$ cat src/hdl/dpfl_pkg.sv
// Shared types and constants of the dual pool free-list allocator
package dpfl_pkg;

    localparam int SLOT_W = 10;
    localparam int CNT_W  = 11;

    typedef enum logic [1:0] {
        ST_CLEAR,
        ST_IDLE,
        ST_EXEC
    } t_state;

    typedef enum logic [1:0] {
        STS_DONE  = 2'd0,
        STS_EMPTY = 2'd1,
        STS_RANGE = 2'd2
    } t_status;

    typedef struct packed {
        logic              clr_en;
        logic [CNT_W-1:0]  clr_cnt;
        logic              alloc_go;
        logic              free_go;
        logic [SLOT_W-1:0] free_idx;
    } t_pool_cmd;

    typedef struct packed {
        logic              empty;
        logic [SLOT_W-1:0] head;
    } t_pool_sts;

endpackage

$ cat src/hdl/dpfl_ram.sv
// Generic single write port RAM with registered read
module dpfl_ram #(
    parameter int WIDTH = 8,
    parameter int DEPTH = 64
) (
    input  logic                     i_clk,
    input  logic                     i_we,
    input  logic [$clog2(DEPTH)-1:0] i_waddr,
    input  logic [WIDTH-1:0]         i_wdata,
    input  logic [$clog2(DEPTH)-1:0] i_raddr,
    output logic [WIDTH-1:0]         o_rdata
);

    logic [WIDTH-1:0] r_mem [DEPTH];
    logic [WIDTH-1:0] r_rdata;

    always_ff @(posedge i_clk) begin
        if (i_we) begin
            r_mem[i_waddr] <= i_wdata;
        end
        r_rdata <= r_mem[i_raddr];
    end

    assign o_rdata = r_rdata;

endmodule

$ cat src/hdl/dpfl_pool.sv
// One slot pool: head register and link/used memory with read-modify-write
module dpfl_pool import dpfl_pkg::*; #(
    parameter int SLOTS = 64
) (
    input  logic      i_clk,
    input  logic      i_rst_n,
    input  t_pool_cmd i_cmd,
    output t_pool_sts o_sts
);

    localparam int AW = $clog2(SLOTS);
    localparam int HW = $clog2(SLOTS + 1);
    localparam int DW = HW + 1;

    logic [HW-1:0] r_head;
    logic          w_we;
    logic [AW-1:0] w_waddr;
    logic [DW-1:0] w_wdata;
    logic [DW-1:0] w_rdata;
    logic [HW-1:0] w_link;

    assign w_link = w_rdata[HW-1:0];

    always_comb begin
        w_we    = 1'b0;
        w_waddr = r_head[AW-1:0];
        w_wdata = {1'b0, r_head};
        if (i_cmd.clr_en && (i_cmd.clr_cnt < CNT_W'(SLOTS))) begin
            w_we    = 1'b1;
            w_waddr = AW'(i_cmd.clr_cnt);
            w_wdata = {1'b0, HW'(i_cmd.clr_cnt + CNT_W'(1))};
        end else if (i_cmd.alloc_go) begin
            w_we    = 1'b1;
            w_waddr = r_head[AW-1:0];
            w_wdata = {1'b1, w_link};
        end else if (i_cmd.free_go) begin
            w_we    = 1'b1;
            w_waddr = AW'(i_cmd.free_idx);
            w_wdata = {1'b0, r_head};
        end
    end

    always_ff @(posedge i_clk) begin
        if (!i_rst_n) begin
            r_head <= '0;
        end else if (i_cmd.alloc_go) begin
            r_head <= w_link;
        end else if (i_cmd.free_go) begin
            r_head <= HW'(i_cmd.free_idx);
        end
    end

    dpfl_ram #(
        .WIDTH (DW),
        .DEPTH (SLOTS)
    ) u_ram (
        .i_clk   (i_clk),
        .i_we    (w_we),
        .i_waddr (w_waddr),
        .i_wdata (w_wdata),
        .i_raddr (r_head[AW-1:0]),
        .o_rdata (w_rdata)
    );

    assign o_sts.empty = (r_head == HW'(SLOTS));
    assign o_sts.head  = SLOT_W'(r_head);

endmodule

$ cat config.mk
export PLATFORM = sky130hd
export DESIGN_NAME = dpfl_pool
export DESIGN_NICKNAME = d
export VERILOG_FILES = /design/src/hdl/dpfl_pkg.sv /design/src/hdl/dpfl_ram.sv /design/src/hdl/dpfl_pool.sv
export SDC_FILE = /design/constraint.sdc
export NUM_CORES = 1
export LEC_CHECK = 0
export BUFFER_PORTS_ARGS = -buffer_cell sky130_fd_sc_hd__buf_2
export CORE_UTILIZATION = 58
export DETAILED_ROUTE_END_ITERATION = 10
export GPL_ROUTABILITY_DRIVEN = 0
export GPL_TIMING_DRIVEN = 0
export PLACE_DENSITY = 0.74
export SYNTH_ARGS = -nofsm -noshare
export SYNTH_HDL_FRONTEND = slang
export SYNTH_HIERARCHICAL = 1
export SYNTH_SLANG_ARGS = --single-unit
export TNS_END_PERCENT = 100
$ cat constraint.sdc
create_clock -name i_clk -period 9.8 [get_ports i_clk]
set_clock_uncertainty 0.2 [all_clocks]
set_input_delay 0.49 -clock i_clk [delete_from_list [all_inputs] [get_ports i_clk]]
set_output_delay 0.49 -clock i_clk [all_outputs]
set_load 0.01 [all_outputs]
=== After elaboration in Yosys (flattened, before gate mapping) ===
Memory sizes are Yosys's and may differ from the RTL's. A register that Yosys moved wholly into a read port is not among the register bits.
Cells that the tools add are included.

* Register bits after elaboration: 7
* Memory bits (writable): 512
* Input bits: 26
* Output and inout bits: 11
* Logic and storage cells: 19
* Memories: 1

{| class="wikitable"
|+ Memories
! name !! depth !! bits a word !! read ports !! clocked after Yosys merged registers in !! write ports !! line !! RTL
|-
| u_ram.r_mem || 64 || 8 || 1 || 1 || 1 || dpfl_ram.sv:14 || <nowiki>logic [WIDTH-1:0] r_mem [DEPTH];</nowiki>
|}

* Add/subtract/negate cells: 1
* $lt $le $gt $ge: 1
* Eq/ne operators: 1
* Muxes and demuxes: 12
* Reductions and logical operators: 2

{| class="wikitable"
|+ Operators with widths
! operator !! count
|-
| $mux 6 || 3
|-
| $mux 8 || 2
|-
| $mux 7 || 2
|-
| $lt 11x7->1 const B || 1
|-
| $add 7x1->7 const B || 1
|-
| $eq 7x7->1 const B || 1
|-
| $mux 1 || 5
|-
| $reduce_bool 2->1 || 1
|-
| $logic_and 1x1->1 || 1
|}

=== Logic depth before layout (Yosys ltp) ===
* Word-level depth: 5
* Mapped depth: 10
* Depth with buffers taken out: 6

=== Cells and area by module ===
Netlist, hierarchy kept.

{| class="wikitable"
|+ By module, submodules not included
! module !! instances !! cells an instance !! area each (sq um)
|-
| dpfl_ram || 1 || 940 || 20166.8
|-
| dpfl_pool || 1 || 99 || 829.5
|}

=== Worst setup path before layout ===
No wires, ideal clock.

* Path type: input port to flip-flop
* Start point: input i_cmd[12] (netlist name)
* End point: memory u_ram.r_mem[0][5] (data pin)
* Library setup time: 588 ps
* Data arrival time: 2800 ps
* Path slack: 6212 ps
* Cell stages on the path: 3
* Cell sequence: nand3_1 or3_1 a31oi_1

* Cells in the longest elaborated chain, start to end: 3

{| class="wikitable"
|+ Ends and longest elaborated chain
! what !! line !! RTL
|-
| start, declared || dpfl_pool.sv:7 || <nowiki>input t_pool_cmd i_cmd,</nowiki>
|-
| $lt 11x7->1 || dpfl_pool.sv:28 || <nowiki>if (i_cmd.clr_en && (i_cmd.clr_cnt < CNT_W'(SLOTS))) begin</nowiki>
|-
| $logic_and 1x1->1 || dpfl_pool.sv:28 ||
|-
| $mux 8 (*) || dpfl_pool.sv:28 ||
|-
| via w_wdata[5] || dpfl_pool.sv:18 || <nowiki>logic [DW-1:0] w_wdata;</nowiki>
|-
| end, declared || dpfl_ram.sv:14 ||
|}

The timed path passes the listed nets; every way through them passes the cells marked *.

=== Worst setup path in the final report ===
* Start point: register r_head[5]
* End point: memory u_ram.r_mem[49][4] (enable)

* Cells in the longest elaborated chain, start to end: 3

{| class="wikitable"
|+ Ends and longest elaborated chain
! what !! line !! RTL
|-
| start, declared || dpfl_pool.sv:15 || <nowiki>logic [HW-1:0] r_head;</nowiki>
|-
| start signal, assigned || dpfl_pool.sv:47 || <nowiki>r_head <= w_link;</nowiki>
|-
| start signal, assigned || dpfl_pool.sv:49 || <nowiki>r_head <= HW'(i_cmd.free_idx);</nowiki>
|-
| $mux 6 || dpfl_pool.sv:36 || <nowiki>end else if (i_cmd.free_go) begin</nowiki>
|-
| $mux 6 (*) || dpfl_pool.sv:32 || <nowiki>end else if (i_cmd.alloc_go) begin</nowiki>
|-
| $mux 6 (*) || dpfl_pool.sv:28 ||
|-
| via w_waddr[5] || dpfl_pool.sv:17 || <nowiki>logic [AW-1:0] w_waddr;</nowiki>
|}

Marks and branches as above.

==> impl_metrics.csv <==
group,metric,value,unit
status,outcome,"finished clean",
cells_and_area,fin_area,0.0210,sq mm
cells_and_area,final_nets,1058,
clocking,cts_resized,0,
global_route,grt_pass1_vias,9698,
hold_path,hp-class,"in -> reg",
detailed_routing,drcViolationCount,0,
power,p_leak,6.58,nW
detailed_routing,drt_wl_total,43200,um
power,ir_drop,0.110,mV
detailed_routing,wl_met2,20500,um
die,dieHeight,181,um
cells_and_area,antenna_cells,0,
critical_path,r2r_start,"r_head[5]$_SDFFE_PN0P_",
synthesis,yosys_warnings,6,
cells_and_area,drive_gt1_share,25.7,%
detailed_routing,wire_per_inst,29.5,um
global_route,grt.overflow.total,0,
clocking,cts.htree.levels,2,
clocking,hold_buffers,0,
timing,hold_viol,0,
job,drv_cap,0,
placement,io_buffer_count,29,
timing,drv_slew,0,
die,ios,37,
clocking,cts_setup_buffers,0,
detailed_routing,drt-initial-drc-count,1441,
timing,relSlewSlack,19.0,%
hold_path,holdCritStartpoint,"i_rst_n",
die,die-area,0.0327,sq mm
die,initial_utilization,58.9,%
critical_path,path_cells,"mux2i_1 > o21ai_1 > nor2b_1 > nand4_1 > nor3_1",
die,placementRows,65,
cells_and_area,fillers,2007,
power,p_per_area,242,mW/mm^2
detailed_routing,dr.pass1.iters,8,
timing,worst_pin_slew,1.21,ns
timing,fmax,281,MHz
die,fp.coreArea,0.0316,sq mm
detailed_routing,met3_wirelength,4330,um
clocking,clock_sinks,462,
global_route,grt_usage,27.2,%
timing,rsz0062_at_grt,"no",
critical_path,end_kind,"register",
timing,fin_setup_tns,0,ns
critical_path,path_delay_family,"simple AND/OR/NAND/NOR gates",
clocking,cts_buffers,44,
placement,place_area,0.0196,sq mm
critical_path,critPathSlowestCell,"nor3_1",
detailed_routing,drt-vias-per-instance,6.71,
clocking,cts.clk_slew.worst_paths,0.06,ns
timing,finalCritPeriodShare,36.3,%
timing,layout_min_cycle_time,3.56,ns
global_route,grt_antenna_before_repair,0,
clocking,clock_path_buffers,3,
critical_path,path_buf_inv,0,
clocking,cts_root_buffer,"clkbuf_16",
detailed_routing,m1WireLength,17000,um
cells_and_area,final-seq-area,0.0137,sq mm
critical_path,required,9.75,ns
synthesis,avgSynthCellArea,19.7,sq um
cells_and_area,multi_input_area,0.00454,sq mm
critical_path,worstSetupStartpoint,"r_head[5]$_SDFFE_PN0P_",
placement,dpl.hpwl,28800,um
detailed_routing,maxUsedRoutingLayer,"met4",
clocking,clkLatencyLatePin,0.54,ns
clocking,cts_tree,"done",
die,die_width,181,um
detailed_routing,detailroute.via_count,9841,
critical_path,arrival,3.52,ns
cells_and_area,synthToLayoutAreaGrowth,12.9,%
global_route,grt_start_max_net_pins,41,
critical_path,crit_type,"reg -> reg",
critical_path,cp-start-kind,"register",
critical_path,cp_max_fo,10,
synthesis,syn_area,0.0186,sq mm
global_route,grt_pass1_wl,63300,um
critical_path,slowest_delay,1.02,ns
detailed_routing,drt.antenna.violating_nets,0,
synthesis,syn_inst,944,
timing,setup_viol,0,
==> metrics by stage <==
step	power (mW)	hold WS, ns	util [%]	std cells	setup slack (ns)
2_1_floorplan	3.03	0.322	-	946	6.21
6_report	5.07	0.0791	66.5	1467	6.24
3_5_place_dp	3.44	0.366	62.0	1387	5.89
3_3_place_gp	3.35	0.364	60.9	1377	4.04
5_1_grt	5.20	0.0814	66.5	1467	6.18
4_1_cts	5.07	0.0694	66.5	1467	6.33
==> sequential cells by signal (all words and copies together), names as in the netlist <==
name	flops
u_ram/r_mem	448
r_head	7
u_ram/o_rdata	7
==> power breakdown <==
group / switching (mW) / internal, mW / total [mW]
logic: 0.607 / 0.358 / 0.965
clock network: 0.693 / 0.959 / 1.65
registers: 0.0340 / 2.42 / 2.45
total: 1.33 / 3.74 / 5.07
==> path summary, 6_finish.rpt <==
check                                               endpoint  slack (ns)  cells after the start
worst max-delay path            u_ram/r_mem[49][4]$_DFFE_PP_        6.24                      5
worst min-delay path                  r_head[6]$_SDFFE_PN0P_        0.08                      2
worst max register to register  u_ram/r_mem[49][4]$_DFFE_PP_        6.24                      5
worst min register to register        r_head[6]$_SDFFE_PN0P_        0.38                      3
==> cell usage in the layout (no fill, tap or decap), drive strengths merged, types with 3 or more instances in the layout <==
master and count:
edfxtp 448, mux4 109, nor2 85, buf 81, clkbuf 77, mux2i 44, nand2 26, o21ai 17
nor2b 16, nand3 16, dfxtp 14, mux2 14, clkinv 14, nand4 8, and2 8, nand2b 7
nor3 7, o22ai 7, o221ai 6, a221oi 6, bufinv 4, a211oi 4, or3 3, nor4 3
conb 3, nand3b 3, a22oi 3, o2111ai 3, o2bb2ai 3, inv 3
==> layer usage <==
layer  up-vias  GRT usage [%]
li1       4024              -
met4         0           9.80
met2       609           42.7
met5         -              0
met1      5104           38.4
met3       104           5.42
==> worst register-to-register path, cell delays in order (launching register included) <==
cell and delay (ns):
dfxtp_1 0.59, mux2i_1 0.14, o21ai_1 0.61, nor2b_1 0.31, nand4_1 0.31, nor3_1 1.02
==> cell type report <==
type	instances	area share [%]
timing repair buffer	39	1.97
clock buffer	59	5.67
clock inverter	21	1.01
multi-input combinational	423	21.6
tap	402	2.40
inverter	1	0.0179
sequential	462	65.5
buffer	60	1.84
(Power assumes the default switching activity.)
